File: src/rtl/swfe_pkg.sv
package swfe_pkg;

  // number of frame types, each with its own sequence counter
  localparam int NumTypes = 4;
  localparam int TypeIdxW = $clog2(NumTypes);

  // depth of the command queue between front and back
  localparam int QueueDepth = 2;
  localparam int QPtrW      = $clog2(QueueDepth);
  localparam int QCntW      = $clog2(QueueDepth + 1);

  // input modes
  localparam logic [1:0] ModeStart   = 2'd0;
  localparam logic [1:0] ModePayload = 2'd1;
  localparam logic [1:0] ModeClear   = 2'd2;

  // sync word bytes
  localparam logic [7:0] Sync0 = 8'hA5;
  localparam logic [7:0] Sync1 = 8'h5A;
  localparam logic [7:0] Sync2 = 8'hE1;
  localparam logic [7:0] Sync3 = 8'h1E;

  // byte steps of the back end sequencer
  localparam int         StepW       = 4;
  localparam logic [3:0] StepFirst   = 4'd0;
  localparam logic [3:0] StepHdrLast = 4'd11;
  localparam logic [3:0] StepSumLo   = 4'd12;
  localparam logic [3:0] StepSumHi   = 4'd13;

  typedef enum logic [1:0] {
    KindHeader,
    KindPayload,
    KindReject
  } cmd_kind_e;

  // one classified command from front to back
  typedef struct packed {
    cmd_kind_e   kind;
    logic [1:0]  frame_type;
    logic [15:0] seq;
    logic [15:0] aux;
    logic [15:0] len;
    logic [7:0]  data;
    logic [15:0] sum;
    logic        close;
  } cmd_t;

  // queue status seen by front and back
  typedef struct packed {
    logic empty;
    logic full;
  } q_stat_t;

endpackage

File: src/rtl/swfe_front.sv
module swfe_front (
  input  logic                 clk_i,
  input  logic                 rst_ni,
  input  logic                 in_valid_i,
  output logic                 in_ready_o,
  input  logic [1:0]           mode_i,
  input  logic [1:0]           frame_type_i,
  input  logic [15:0]          aux_word_i,
  input  logic [15:0]          frame_length_i,
  input  logic [7:0]           payload_byte_i,
  input  swfe_pkg::q_stat_t    q_stat_i,
  output logic                 push_o,
  output swfe_pkg::cmd_t       cmd_o
);

  logic [15:0] seq_q [swfe_pkg::NumTypes];
  logic [15:0] seq_d [swfe_pkg::NumTypes];
  logic [15:0] sum_q, sum_d;
  logic [15:0] left_q, left_d;
  logic        open_q, open_d;

  logic                          accept;
  logic                          type_ok;
  logic [swfe_pkg::TypeIdxW-1:0] type_idx;
  logic [15:0]                   cur_seq;
  logic [15:0]                   hdr_sum;
  logic [15:0]                   pay_sum;

  assign in_ready_o = !q_stat_i.full;
  assign accept     = in_valid_i && in_ready_o;
  assign type_ok    = 32'(frame_type_i) < swfe_pkg::NumTypes;
  assign type_idx   = swfe_pkg::TypeIdxW'(frame_type_i);
  assign cur_seq    = seq_q[type_idx];

  // header checksum over bytes from offset four on
  assign hdr_sum = 16'(frame_type_i) + 16'(cur_seq[7:0]) + 16'(cur_seq[15:8])
                 + 16'(aux_word_i[7:0]) + 16'(aux_word_i[15:8])
                 + 16'(frame_length_i[7:0]) + 16'(frame_length_i[15:8]);
  assign pay_sum = sum_q + 16'(payload_byte_i);

  // classify the item and update frame state
  always_comb begin
    seq_d  = seq_q;
    sum_d  = sum_q;
    left_d = left_q;
    open_d = open_q;
    push_o = 1'b0;
    cmd_o            = '0;
    cmd_o.kind       = swfe_pkg::KindReject;
    cmd_o.frame_type = frame_type_i;
    cmd_o.seq        = cur_seq;
    cmd_o.aux        = aux_word_i;
    cmd_o.len        = frame_length_i;
    cmd_o.data       = payload_byte_i;
    if (accept) begin
      case (mode_i)
        swfe_pkg::ModeStart: begin
          push_o = 1'b1;
          if (!open_q && type_ok) begin
            cmd_o.kind       = swfe_pkg::KindHeader;
            cmd_o.sum        = hdr_sum;
            cmd_o.close      = (frame_length_i == 16'd0);
            seq_d[type_idx]  = cur_seq + 16'd1;
            sum_d            = hdr_sum;
            open_d           = (frame_length_i != 16'd0);
            left_d           = frame_length_i;
          end
        end
        swfe_pkg::ModePayload: begin
          push_o = 1'b1;
          if (open_q) begin
            cmd_o.kind  = swfe_pkg::KindPayload;
            cmd_o.sum   = pay_sum;
            cmd_o.close = (left_q == 16'd1);
            sum_d       = pay_sum;
            left_d      = left_q - 16'd1;
            if (left_q == 16'd1) begin
              open_d = 1'b0;
            end
          end
        end
        swfe_pkg::ModeClear: begin
          if (type_ok) begin
            seq_d[type_idx] = 16'd0;
          end else begin
            push_o = 1'b1;
          end
        end
        default: begin
          push_o = 1'b1;
        end
      endcase
    end
  end

  // frame state registers
  always_ff @(posedge clk_i or negedge rst_ni) begin
    if (!rst_ni) begin
      for (int i = 0; i < swfe_pkg::NumTypes; i++) begin
        seq_q[i] <= '0;
      end
      sum_q  <= '0;
      left_q <= '0;
      open_q <= 1'b0;
    end else begin
      seq_q  <= seq_d;
      sum_q  <= sum_d;
      left_q <= left_d;
      open_q <= open_d;
    end
  end

endmodule

File: src/rtl/swfe_queue.sv
module swfe_queue (
  input  logic               clk_i,
  input  logic               rst_ni,
  input  logic               push_i,
  input  swfe_pkg::cmd_t     cmd_i,
  input  logic               pop_i,
  output swfe_pkg::cmd_t     head_o,
  output swfe_pkg::q_stat_t  stat_o
);

  swfe_pkg::cmd_t               mem_q [swfe_pkg::QueueDepth];
  logic [swfe_pkg::QPtrW-1:0]   wr_q, rd_q;
  logic [swfe_pkg::QCntW-1:0]   cnt_q;

  assign head_o       = mem_q[rd_q];
  assign stat_o.empty = (cnt_q == '0);
  assign stat_o.full  = (cnt_q == swfe_pkg::QCntW'(swfe_pkg::QueueDepth));

  // entry storage
  always_ff @(posedge clk_i) begin
    if (push_i) begin
      mem_q[wr_q] <= cmd_i;
    end
  end

  // pointers and fill count
  always_ff @(posedge clk_i or negedge rst_ni) begin
    if (!rst_ni) begin
      wr_q  <= '0;
      rd_q  <= '0;
      cnt_q <= '0;
    end else begin
      if (push_i) begin
        wr_q <= (wr_q == swfe_pkg::QPtrW'(swfe_pkg::QueueDepth - 1)) ? '0 : wr_q + 1'b1;
      end
      if (pop_i) begin
        rd_q <= (rd_q == swfe_pkg::QPtrW'(swfe_pkg::QueueDepth - 1)) ? '0 : rd_q + 1'b1;
      end
      if (push_i && !pop_i) begin
        cnt_q <= cnt_q + 1'b1;
      end else if (pop_i && !push_i) begin
        cnt_q <= cnt_q - 1'b1;
      end
    end
  end

endmodule

File: src/rtl/swfe_back.sv
module swfe_back (
  input  logic               clk_i,
  input  logic               rst_ni,
  input  swfe_pkg::cmd_t     head_i,
  input  swfe_pkg::q_stat_t  q_stat_i,
  output logic               pop_o,
  output logic               out_valid_o,
  input  logic               out_ready_i,
  output logic [7:0]         out_byte_o,
  output logic               end_of_run_o,
  output logic               end_of_frame_o,
  output logic               rejected_o
);

  logic [swfe_pkg::StepW-1:0] step_q, step_d;
  logic       valid_q;
  logic [7:0] byte_q, byte_d;
  logic       eor_q, eor_d;
  logic       eof_q, eof_d;
  logic       rej_q, rej_d;
  logic       load;
  logic       emit;
  logic [7:0] hdr_byte;

  assign load = !valid_q || out_ready_i;
  assign emit = !q_stat_i.empty && load;

  // header byte at the current step
  always_comb begin
    case (step_q)
      4'd0:    hdr_byte = swfe_pkg::Sync0;
      4'd1:    hdr_byte = swfe_pkg::Sync1;
      4'd2:    hdr_byte = swfe_pkg::Sync2;
      4'd3:    hdr_byte = swfe_pkg::Sync3;
      4'd4:    hdr_byte = 8'(head_i.frame_type);
      4'd5:    hdr_byte = 8'd0;
      4'd6:    hdr_byte = head_i.seq[7:0];
      4'd7:    hdr_byte = head_i.seq[15:8];
      4'd8:    hdr_byte = head_i.aux[7:0];
      4'd9:    hdr_byte = head_i.aux[15:8];
      4'd10:   hdr_byte = head_i.len[7:0];
      4'd11:   hdr_byte = head_i.len[15:8];
      default: hdr_byte = 8'd0;
    endcase
  end

  // expand the head command into bytes
  always_comb begin
    step_d = step_q;
    pop_o  = 1'b0;
    eof_d  = 1'b0;
    rej_d  = 1'b0;
    eor_d  = 1'b0;
    byte_d = 8'd0;
    if (step_q == swfe_pkg::StepSumLo) begin
      byte_d = head_i.sum[7:0];
    end else if (step_q == swfe_pkg::StepSumHi) begin
      byte_d = head_i.sum[15:8];
      eof_d  = 1'b1;
      eor_d  = 1'b1;
    end else begin
      case (head_i.kind)
        swfe_pkg::KindHeader: begin
          byte_d = hdr_byte;
          eor_d  = (step_q == swfe_pkg::StepHdrLast) && !head_i.close;
        end
        swfe_pkg::KindPayload: begin
          byte_d = head_i.data;
          eor_d  = !head_i.close;
        end
        default: begin
          rej_d = 1'b1;
          eor_d = 1'b1;
        end
      endcase
    end
    if (emit) begin
      if (eor_d) begin
        pop_o  = 1'b1;
        step_d = swfe_pkg::StepFirst;
      end else if (head_i.kind == swfe_pkg::KindPayload) begin
        step_d = (step_q == swfe_pkg::StepFirst) ? swfe_pkg::StepSumLo : step_q + 1'b1;
      end else begin
        step_d = step_q + 1'b1;
      end
    end
  end

  // step counter and output valid
  always_ff @(posedge clk_i or negedge rst_ni) begin
    if (!rst_ni) begin
      step_q  <= swfe_pkg::StepFirst;
      valid_q <= 1'b0;
    end else begin
      step_q <= step_d;
      if (load) begin
        valid_q <= emit;
      end
    end
  end

  // output payload register
  always_ff @(posedge clk_i) begin
    if (emit) begin
      byte_q <= byte_d;
      eor_q  <= eor_d;
      eof_q  <= eof_d;
      rej_q  <= rej_d;
    end
  end

  assign out_valid_o    = valid_q;
  assign out_byte_o     = byte_q;
  assign end_of_run_o   = eor_q;
  assign end_of_frame_o = eof_q;
  assign rejected_o     = rej_q;

endmodule

File: src/rtl/sync_word_frame_encoder.sv
// Frame encoder with sync word and 16-bit additive checksum. Each accepted item
// is classified by a front stage, which keeps the per-type sequence counters
// and the open-frame state, and every item but a clear is queued (two entries)
// for a back stage that puts out one byte per cycle, while the output is ready
// and the queue is not empty, through a registered output. A payload item is
// taken every cycle while the queue has room and gives one byte (three when it
// closes the frame); a start gives 12 header bytes (14 for a zero-length frame),
// and input stalls once the queue fills. A clear gives no transfer. From an empty
// queue, an item's first byte passes the queue entry, then the output register.
module sync_word_frame_encoder (
  input  logic        clk_i,
  input  logic        rst_ni,
  input  logic        in_valid_i,
  output logic        in_ready_o,
  input  logic [1:0]  mode_i,
  input  logic [1:0]  frame_type_i,
  input  logic [15:0] aux_word_i,
  input  logic [15:0] frame_length_i,
  input  logic [7:0]  payload_byte_i,
  output logic        out_valid_o,
  input  logic        out_ready_i,
  output logic [7:0]  out_byte_o,
  output logic        end_of_run_o,
  output logic        end_of_frame_o,
  output logic        rejected_o
);

  logic              push;
  logic              pop;
  swfe_pkg::cmd_t    cmd;
  swfe_pkg::cmd_t    head;
  swfe_pkg::q_stat_t q_stat;

  // classify items and keep frame state
  swfe_front u_front (
    .clk_i          (clk_i),
    .rst_ni         (rst_ni),
    .in_valid_i     (in_valid_i),
    .in_ready_o     (in_ready_o),
    .mode_i         (mode_i),
    .frame_type_i   (frame_type_i),
    .aux_word_i     (aux_word_i),
    .frame_length_i (frame_length_i),
    .payload_byte_i (payload_byte_i),
    .q_stat_i       (q_stat),
    .push_o         (push),
    .cmd_o          (cmd)
  );

  // command queue
  swfe_queue u_queue (
    .clk_i  (clk_i),
    .rst_ni (rst_ni),
    .push_i (push),
    .cmd_i  (cmd),
    .pop_i  (pop),
    .head_o (head),
    .stat_o (q_stat)
  );

  // byte sequencer and output register
  swfe_back u_back (
    .clk_i          (clk_i),
    .rst_ni         (rst_ni),
    .head_i         (head),
    .q_stat_i       (q_stat),
    .pop_o          (pop),
    .out_valid_o    (out_valid_o),
    .out_ready_i    (out_ready_i),
    .out_byte_o     (out_byte_o),
    .end_of_run_o   (end_of_run_o),
    .end_of_frame_o (end_of_frame_o),
    .rejected_o     (rejected_o)
  );

endmodule

File: config.mk
export PLATFORM = sky130hd
export DESIGN_NAME = sync_word_frame_encoder
export DESIGN_NICKNAME = d
export VERILOG_FILES = /design/src/rtl/swfe_pkg.sv /design/src/rtl/swfe_front.sv /design/src/rtl/swfe_queue.sv /design/src/rtl/swfe_back.sv /design/src/rtl/sync_word_frame_encoder.sv
export SDC_FILE = /design/constraint.sdc
export NUM_CORES = 1
export LEC_CHECK = 0
export BUFFER_PORTS_ARGS = -buffer_cell sky130_fd_sc_hd__buf_2
export CAP_MARGIN = 0
export CORE_MARGIN = 5
export CORE_UTILIZATION = 56
export DETAILED_ROUTE_END_ITERATION = 7
export HOLD_SLACK_MARGIN = 0.06
export PLACE_DENSITY = 0.76
export SETUP_SLACK_MARGIN = 0.4
export SYNTH_ARGS = -nofsm -noshare
export SYNTH_HDL_FRONTEND = slang
export SYNTH_SLANG_ARGS = --single-unit
File: constraint.sdc
create_clock -name clk_i -period 6.5 [get_ports clk_i]
set_input_delay 1.3 -clock clk_i [delete_from_list [all_inputs] [get_ports clk_i]]
set_output_delay 1.3 -clock clk_i [all_outputs]
set_load 0.02 [all_outputs]
==> results.ini, run 1 <==
[status]
status=completed

[yosys]
synth_compound_area_share_pct=11.8
synthAdderAreaFrac_pct=7.52
async_flop_share_pct=39.1
avgSynthCellArea_um2=11.8
synthCells=1160
synth_top_family_by_area=compound AO/OA/AOI/OAI gates
synth_xor_area_share_pct=2.77
yosys.area.top_type_share_pct=36.1
synth_commonest_cells=165 x edfxtp_1, 122 x nand2_1, 106 x dfrtp_1
synth_top_area_cell=edfxtp_1
synthSimpleGateAreaFrac_pct=10.6
post-synth-top-count-cell=edfxtp_1
synthDistinctLibCells=70
syn_nets=1270
synth_seq_cells=271
seq_area_frac_synth_pct=55.5
synth_area_um2=13700
ys_top_cells_by_area=edfxtp_1 36%, dfrtp_1 19%, fa_1 5.0%
yosysWarnings=0
synth_flop_cell=edfxtp_1
synth_edf_count=165
synthMuxAreaShare_pct=7.76

[power_and_ir_drop]
p_per_area_nw_per_um2=393
p_leak_nw=6.16
peakVddDrop_mv=0.237

[timing]
setup_viol=0
slew_headroom_pct=28.6
clock.fmax_mhz=173
layout_worst_path_cycle_share_pct=89.0
min_period_ns=5.78
final_hold_viol_count=0
setup_tns_ns=0
drv_slew=0
worst_pin_slew_ns=1.07
rsz0062_at_grt=no
finClkSkew_ns=0.00910
worst_slack_ns=0.716

[placement]
dp.cells=1499
preCtsSetupSlack_ns=0.211
io_buffers=60
hpwl_um=23400
finalWeightedCongestion=0.868

[setup_path]
endpoint_kind=register
worstPathArrival_ns=6.05
reg2reg_slack_ns=1.28
critPathKind=in2reg
start_kind=input port
reg2reg_depth=18
crit_required_ns=6.77
timing.rr.end=u_queue.mem_q[1][9]
rr_startpoint=u_front.seq_q[49]
crit_fanout=6

[layout]
area_growth_pct=11.0
regArea_um2=7610
final_nets=1316
drive_gt1_share_pct=14.3
instances_no_fill=1552
num_antenna_cells=0
multi_input_area_um2=5590
fill_cells=1897

[floorplan]
dieArea_um2=27700
rows=57
start_util_pct=56.6
die_x_um=166
io_pins=61
die_h_um=166
fp.coreArea_um2=24200

[global_routing]
grt_pass1_wl_um=53200
grt-ovfl-total=0
grt_pass1_vias=9492
antenna_found_initial=0
grt_max_degree=78
grtUsageTotal_pct=24.1

[clock_network]
cts_sinks=271
clk_pin_slew_ns=0.06
post_cts_buffers=0
cts_buffer_depth=3
numCtsBuffers=29
clk_latency_ns=0.54
h-tree-depth=1
ctsHoldBuffers=0
ctsResizeCount=0
root_buffer=clkbuf_16
cts_tree=yes

[route]
vias=9535
final_antenna_net_count=0
finalWirelength_um=33200
avgRoutedWirePerCell_um=21.4
firstDrtPassIters=8
drcViolationCount=0
drt_iter0_drc=1120
avgViaCountPerCell=6.14

[min_path]
whs_path_depth=2
hold_path.class=reg2reg
hold_end=u_front.seq_q[27]
min_from=u_front.seq_q[27]

[job]
cap_violations=0

-- cells by family after synthesis --
family                     count (synthesis)
buffers and inverters                    138
DFF                                      271
adders and majority gates                 62
AOI/OAI and AO/OA                        249
muxes                                     84
xor gates and xnor gates                  40
and+or+nand+nor                          316
-- report_power, final --
group / internal [mW] / switching, mW
Sequential: 2.23 / 0.244
Clock: 0.916 / 0.660
Combinational: 0.731 / 1.20
-- per-stage QoR --
step | hold WS [ns] | instance area [um2] | util, % | total power [mW]
after CTS | 0.476 | 15200 | 62.8 | 5.99
after global placement | 0.455 | 14300 | 59.0 | 4.34
final | 0.476 | 15200 | 62.8 | 5.98
after floorplan | 0.438 | 13700 | - | 3.82
after global routing | 0.501 | 15200 | 62.8 | 6.32
after detailed placement | 0.462 | 14300 | 59.0 | 4.40
-- worst max-delay path, stage by stage --
cell and delay (ns):
buf_2 0.15, mux4_2 0.61, ha_1 0.31, a21o_1 0.17, nand2_1 0.11, nor2_1 0.07, xor2_1 0.15, fa_1 0.49
inv_1 0.05, fa_1 0.52, fa_1 0.57, inv_1 0.06, ha_1 0.34, o21a_1 0.16, o21a_1 0.19, o21ai_0 0.14
or3b_2 0.45, nand3b_1 0.11, o21ai_1 0.09
-- state kept, by name, summed over array words and instances (netlist names), 2 cells and up --
register	cells
u_back.out_byte_o	8
u_front.sum_q	16
u_front.left_q	16
u_back.step_q	4
u_queue.mem_q	154
u_front.seq_q	64
u_queue.cnt_q	2
-- final cells by class --
type | instances | area share (%)
sequential | 271 | 50.0
multi-input combinational | 751 | 36.7
clock buffer | 35 | 5.05
tap | 324 | 2.66
timing repair buffer | 73 | 2.63
inverter | 80 | 1.97
clock inverter | 18 | 0.945
-- layout by cell type (no fill, tap or decap), drive strengths merged, types with 3 or more instances in the layout --
master and instances:
xnor2 26, edfxtp 165, fa 34, o211ai 3, inv 78, nor2b 9, o22a 5, nor4 9
a22o 3, xor2 14, and2 5, a222oi 10, o22ai 20, mux4 15, mux2i 47, o221ai 8
o31a 3, mux2 22, a21oi 45, a21o 14, buf 73, dfrtp 106, nand2 122, ha 28
a31oi 6, a211oi 5, clkinv 16, clkbuf 35, nand4 6, nand3 31, nor2 81, o21ai 72
o21a 4, nor3 24, o31ai 25, a22oi 11, or3 11, nand2b 7
-- how the worst max path moves through the flow --
stage | slack (ns) | end | depth (start not counted) | start
detailed placement | 0.21 | u_queue.mem_q[0][9] | 19 | frame_type_i[0]
floorplan | 0.42 | u_queue.mem_q[0][9] | 19 | frame_type_i[0]
global placement | 0.27 | u_queue.mem_q[1][9] | 19 | frame_type_i[0]
finish | 0.72 | u_queue.mem_q[1][9] | 19 | frame_type_i[0]
CTS | 0.75 | u_queue.mem_q[1][9] | 19 | frame_type_i[0]
global route | 0.51 | u_queue.mem_q[1][9] | 19 | frame_type_i[0]
-- per-layer routing --
layer / GRT usage [%] / vias to the layer above / wire length [um]
met5: 0 / - / 0
met4: 7.40 / 0 / 1090
met3: 4.91 / 70 / 3060
met2: 37.3 / 448 / 15300
met1: 34.9 / 4704 / 13800
li1: - / 4313 / -
(Power assumes the default switching activity.)
==> run 2, diff against run 1 <==
Clock period 6.5 ns to 5.18 ns, I/O delays scaled along.
==> results.ini, run 2 (synthesized netlist as in run 1, its figures left out) <==
[status]
status=finished with violations  ; was completed
failed_checks=setup timing

[placement]
dp.cells=1543  ; was 1,499
io_buffers=60  ; unchanged
hpwl_um=24100  ; was 23,400 um
placement.cell_area_um2=14700  ; was 14,300 um2
finalWeightedCongestion=0.930  ; was 0.868

[min_path]
hold_path.class=reg2reg  ; unchanged
whs_path_depth=2  ; unchanged
hold_end=u_front.seq_q[27]  ; unchanged
min_from=u_front.seq_q[27]  ; unchanged

[layout]
top_regs=u_queue.mem_q (154), u_front.seq_q (64)  ; unchanged
largest_reg_flops=154  ; unchanged
final_common_cell=edfxtp_1  ; unchanged
top_register=u_queue.mem_q  ; unchanged
num_antenna_cells=0  ; unchanged
final_cell_mix=165 x edfxtp_1, 119 x nand2_1, 105 x dfrtp_1  ; was 165 x edfxtp_1, 122 x nand2_1, 105 x dfrtp_1
final_nets=1368  ; was 1,316
instances_no_fill=1604  ; was 1,552
drive_gt1_share_pct=21.6  ; was 14.3%
fin_util_pct=66.5  ; was 62.8%
fin_area_um2=16100  ; was 15,200 um2
area_growth_pct=17.6  ; was 11.0%

[clock_network]
clk_latency_ns=0.55  ; was 0.54 ns
numCtsBuffers=29  ; unchanged
cts_buffer_depth=3  ; unchanged
cts_sinks=271  ; unchanged
h-tree-depth=1  ; unchanged
root_buffer=clkbuf_16  ; unchanged
clk_pin_slew_ns=0.06  ; about the same
cts_tree=yes  ; unchanged
ctsHoldBuffers=0  ; unchanged

[timing]
min_period_ns=5.39
setup_tns_ns=-1.50  ; was 0 ns
clock.fmax_mhz=186
layout_worst_path_cycle_share_pct=104
finClkSkew_ns=0.0201  ; was 0.00910 ns
rsz0062_at_grt=yes  ; was no
setup_viol=13  ; was 0
final_hold_viol_count=0  ; unchanged
worst_pin_slew_ns=1.07  ; about the same
slew_headroom_pct=28.7  ; was 28.6%
worst_slack_ns=-0.209  ; was 0.716 ns
drv_slew=0  ; unchanged

[setup_path]
crit_fanout=4  ; was 6
start_kind=input port  ; unchanged
reg2reg_depth=19  ; was 18
reg2reg_slack_ns=0  ; was 1.28 ns
rr_startpoint=u_front.seq_q[0]  ; was u_front.seq_q[49]
worstPathArrival_ns=5.66  ; was 6.05 ns
slowest_delay_ns=0.54  ; was 0.61 ns
timing.rr.end=u_queue.mem_q[1][9]  ; unchanged
critPathKind=in2reg  ; unchanged
crit_required_ns=5.45  ; was 6.77 ns
crit_chain=buf_8, mux4_2, ha_4, fa_2, xor2_1, fa_1, inv_2, fa_2, fa_1, inv_2, ha_4, inv_2, fa_2, nor2b_1, o21a_1, o21a_1, o21ai_1, or3b_4, nand3b_1, o21ai_2  ; was buf_2, mux4_2, ha_1, a21o_1, nand2_1, nor2_1, xor2_1, fa_1, inv_1, fa_1, fa_1, inv_1, ha_1, o21a_1, o21a_1, o21ai_0, or3b_2, nand3b_1, o21ai_1
crit_path_top_delay_cell=mux4_2  ; unchanged
endpoint_kind=register  ; unchanged

[job]
cap_violations=0  ; unchanged

[global_routing]
grt-ovfl-total=0  ; unchanged
grt_max_degree=78  ; unchanged
grt_pass1_wl_um=55200  ; was 53,200 um
grt_pass1_vias=9653  ; was 9,492
grtUsageTotal_pct=25.0  ; was 24.1%
antenna_found_initial=0  ; unchanged

[floorplan]
io_pins=61  ; unchanged
dieArea_um2=27700  ; unchanged
rows=57  ; unchanged
die_x_um=166  ; unchanged
fp.coreArea_um2=24200  ; unchanged
die_h_um=166  ; unchanged
start_util_pct=56.6  ; unchanged

[route]
final_antenna_net_count=0  ; unchanged
vias=9895  ; was 9,535
drt_iter0_drc=1085  ; was 1,120
firstDrtPassIters=8  ; unchanged
avgViaCountPerCell=6.17  ; was 6.14
drcViolationCount=0  ; unchanged
finalWirelength_um=35900  ; was 33,200 um
avgRoutedWirePerCell_um=22.4  ; was 21.4 um

[power_and_ir_drop]
p_leak_nw=6.55  ; was 6.16 nW
p_per_area_nw_per_um2=530  ; was 393 nW/um2
peakVddDrop_mv=0.314  ; was 0.237 mV
power_mw=8.54  ; was 5.98 mW

run 2: cell count changes in the layout (fill, tap and decap cells not counted), sizes merged:
cell	previous run	this run
buf	73	125
clkinv	16	7
clkbuf	35	41
bufinv	2	6
clkinvlp	2	1
run 2: area by class of cell:
cell class	count	area [um2]
Fill cell	1687	8130
Sequential cell	271	7610
Timing Repair Buffer	125	841
Multi-Input combinational cell	751	5890
Inverter	80	300
Clock inverter	12	219
Tap cell	324	405
Clock buffer	41	850
run 2: per-layer routing:
layer | up-vias | track usage, % | part of all wire [%]
li1 | 4421 | - | -
met1 | 4921 | 35.9 | 40
met2 | 481 | 40.3 | 48
met3 | 72 | 4.81 | 8.9
met4 | 0 | 5.80 | 2.7
met5 | - | 0 | 0
run 2: worst max-delay path: cells and delay by family:
family                   cells  cell delay, ns
AND/OR/NAND/NOR              3            0.58
AO/OA/AOI/OAI                4            0.63
XOR/XNOR                     1            0.16
multiplexers                 1            0.54
buffers and inverters        4            0.27
adder cells (fa/ha/maj)      7            2.44
run 2: worst max path at each step:
stage | start | to | slack, ns | cells after the start
CTS | frame_type_i[0] | u_queue.mem_q[0][9] | -0.04 | 20
floorplan | frame_type_i[0] | u_queue.mem_q[0][9] | -0.48 | 20
detailed placement | frame_type_i[0] | u_queue.mem_q[1][9] | -0.67 | 20
global route | frame_type_i[0] | u_queue.mem_q[1][9] | -0.31 | 20
finish | frame_type_i[0] | u_queue.mem_q[1][9] | -0.21 | 20
global placement | frame_type_i[0] | u_queue.mem_q[0][9] | -0.58 | 20
run 2: what timing repair did:
action / 4_1_cts / 5_1_grt
endpoints found under the setup margin: 24 / 24
pin swaps: 27 / 13
setup buffers: 4 / 4
resized for setup: 45 / 24
run 2: through the flow:
step / hold WS (ns) / worst slack (ns)
floorplan: 0.438 / -0.485
global placement: 0.454 / -0.581
detailed placement: 0.459 / -0.675
CTS: 0.475 / -0.0412
global route: 0.488 / -0.306
finish: 0.474 / -0.209
run 2: power breakdown:
group / leakage [nW] / internal, mW / total, mW / switching (mW)
Sequential: 2.96 / 2.80 / 3.12 / 0.323
Clock: 0.522 / 1.44 / 2.27 / 0.837
Combinational: 3.07 / 1.33 / 3.15 / 1.82
==> run 3, diff against run 2 <==
Settings changed: CORE_UTILIZATION 56 to 58, CTS_BUF_LIST from default to sky130_fd_sc_hd__clkbuf_4 sky130_fd_sc_hd__clkbuf_8, PLACE_DENSITY 0.76 to 0.79, SETUP_SLACK_MARGIN 0.4 to 0.02.
==> results.ini, run 3 (synthesized netlist as in run 1, its figures left out) <==
[status]
status=finished with violations  ; unchanged
failed_checks=setup timing  ; unchanged

[timing]
min_period_ns=5.34  ; was 5.39 ns
final_hold_viol_count=0  ; unchanged
layout_worst_path_cycle_share_pct=103  ; was 104%
finClkSkew_ns=0.0242  ; was 0.0201 ns
clock.fmax_mhz=187  ; was 186 MHz
worst_slack_ns=-0.162  ; was -0.209 ns
setup_tns_ns=-0.401  ; was -1.50 ns
setup_viol=3  ; was 13
whs_ns=0.480  ; was 0.474 ns
drv_slew=0  ; unchanged
slew_headroom_pct=15.4  ; was 28.7%
rsz0062_at_grt=yes  ; unchanged
worst_pin_slew_ns=1.26  ; was 1.07 ns

[clock_network]
h-tree-depth=2  ; was 1
cts_buffer_depth=3  ; unchanged
root_buffer=clkbuf_8  ; was clkbuf_16
cts_tree=yes  ; unchanged
clk_pin_slew_ns=0.06  ; about the same
cts_sinks=271  ; unchanged
numCtsBuffers=45  ; was 29
ctsHoldBuffers=0  ; unchanged
clk_latency_ns=0.56  ; was 0.55 ns

[route]
finalWirelength_um=34900  ; was 35,900 um
vias=9948  ; was 9,895
firstDrtPassIters=5  ; was 8
final_antenna_net_count=0  ; unchanged
drcViolationCount=0  ; unchanged
drt_iter0_drc=971  ; was 1,085
avgRoutedWirePerCell_um=21.5  ; was 22.4 um
avgViaCountPerCell=6.13  ; was 6.17

[floorplan]
rows=56  ; was 57
die_x_um=164  ; was 166 um
die_h_um=164  ; was 166 um
fp.coreArea_um2=23400  ; was 24,200 um2
start_util_pct=58.6  ; was 56.6%
dieArea_um2=26800  ; was 27,700 um2
io_pins=61  ; unchanged

[setup_path]
crit_required_ns=5.45  ; about the same
crit_fanout=3  ; was 4
reg2reg_slack_ns=0.03  ; was 0 ns
rr_startpoint=u_front.seq_q[16]  ; was u_front.seq_q[0]
startpoint=frame_type_i[0]  ; unchanged
timing.rr.end=u_queue.mem_q[0][9]  ; was u_queue.mem_q[1][9]
endpoint_kind=register  ; unchanged
critPathCapture=u_queue.mem_q[0][9]  ; was u_queue.mem_q[1][9]
start_kind=input port  ; unchanged
reg2reg_depth=18  ; was 19
critPathKind=in2reg  ; unchanged
worstPathArrival_ns=5.61  ; was 5.66 ns

[placement]
hpwl_um=24400  ; was 24,100 um
io_buffers=60  ; unchanged
finalWeightedCongestion=0.884  ; was 0.930

[layout]
multi_input_area_um2=5750  ; was 5890 um2
largest_reg_flops=154  ; unchanged
regArea_um2=7610  ; unchanged
final_common_cell=edfxtp_1  ; unchanged
top_register=u_queue.mem_q  ; unchanged
top_regs=u_queue.mem_q (154), u_front.seq_q (64)  ; unchanged
final_nets=1379  ; was 1,368
fill_cells=1707  ; was 1,687
drive_gt1_share_pct=21.6  ; about the same
num_antenna_cells=0  ; unchanged
area_growth_pct=15.2  ; was 17.6%
final_cell_mix=165 x edfxtp_1, 121 x nand2_1, 105 x dfrtp_1  ; was 165 x edfxtp_1, 119 x nand2_1, 105 x dfrtp_1

[power_and_ir_drop]
power_mw=7.90  ; was 8.54 mW
p_per_area_nw_per_um2=500  ; was 530 nW/um2
p_leak_nw=6.48  ; was 6.55 nW
peakVddDrop_mv=0.269  ; was 0.314 mV

[global_routing]
grt-ovfl-total=0  ; unchanged
grt_pass1_vias=9816  ; was 9,653
grt_pass1_wl_um=54100  ; was 55,200 um
grtUsageTotal_pct=26.2  ; was 25.0%
grt_max_degree=78  ; unchanged
antenna_found_initial=0  ; unchanged

[job]
cap_violations=0  ; unchanged

[min_path]
hold_path.class=reg2reg  ; unchanged

[run 3: cell types whose count changed in the layout (fill, tap and decap cells not counted), moves of 4 or more]
cell       change
clkbuf_1       -4
bufinv_16      -4
clkbuf_16     -30
clkinv_2       +4
clkbuf_4      +12
clkbuf_8      +48
nor2_1         +6
clkinv_1       +4
[run 3: how the worst min path moves through the flow]
stage	start	endpoint	slack [ns]	depth (start not counted)
2_1_floorplan	u_front.seq_q[35]	u_front.seq_q[35]	0.44	2
3_3_place_gp	u_front.seq_q[20]	u_front.seq_q[20]	0.45	2
3_5_place_dp	u_front.seq_q[19]	u_front.seq_q[19]	0.46	2
4_1_cts	u_front.seq_q[19]	u_front.seq_q[19]	0.48	2
5_1_grt	u_front.seq_q[41]	u_front.seq_q[41]	0.49	2
6_report	u_front.seq_q[45]	u_front.seq_q[45]	0.48	2
[run 3: stage by stage]
| stage | utilization [%] | setup WS [ns] | std cells | instance area (um2) |
|---|---|---|---|---|
| finish | 67.5 | -0.162 | 1624 | 15800 |
| global route | 67.5 | -0.243 | 1624 | 15800 |
| CTS | 66.8 | -0.0328 | 1618 | 15600 |
| detailed placement | 62.6 | -0.666 | 1535 | 14600 |
| global placement | 62.6 | -0.589 | 1535 | 14600 |
| floorplan | - | -0.485 | 1160 | 13800 |
[run 3: timing repair]
item / CTS / global route
pin swaps: 6 / 5
resized for setup: 4 / 30
endpoints found under the setup margin: 12 / 18
setup buffers: 0 / 7
[run 3: layout make-up]
type                       count  share of cell area [%]
timing repair buffer         120                    4.88
clock inverter                16                   0.887
multi-input combinational    751                    36.4
inverter                      80                    1.90
sequential                   271                    48.2
clock buffer                  67                    5.28
tap                          319                    2.53
[run 3: layer usage]
| layer | wire [um] | share of wire [%] | GRT usage (%) |
|---|---|---|---|
| met3 | 3310 | 9.5 | 5.85 |
| met4 | 784 | 2.2 | 6.60 |
| met2 | 16900 | 48 | 42.0 |
| met1 | 14000 | 40 | 36.8 |
| met5 | 0 | 0 | 0 |
[run 3: where the power goes]
part           switching [mW]  internal [mW]  leakage [nW]
sequential              0.318           2.80          2.96
clock                   0.874           1.14         0.521
combinational            1.63           1.14          3.00
[run 3: critical path, cell delays in order]
cell and delay [ns]:
buf_8 0.08, mux4_2 0.54, ha_4 0.19, fa_2 0.39
nand3_2 0.10, xnor2_1 0.08, fa_1 0.49, inv_1 0.06
fa_1 0.52, inv_1 0.07, fa_1 0.55, ha_4 0.21
nor2b_1 0.12, o21a_1 0.18, o21a_1 0.22, o21ai_1 0.18
or3b_4 0.39, nand3b_1 0.11, o21ai_1 0.10
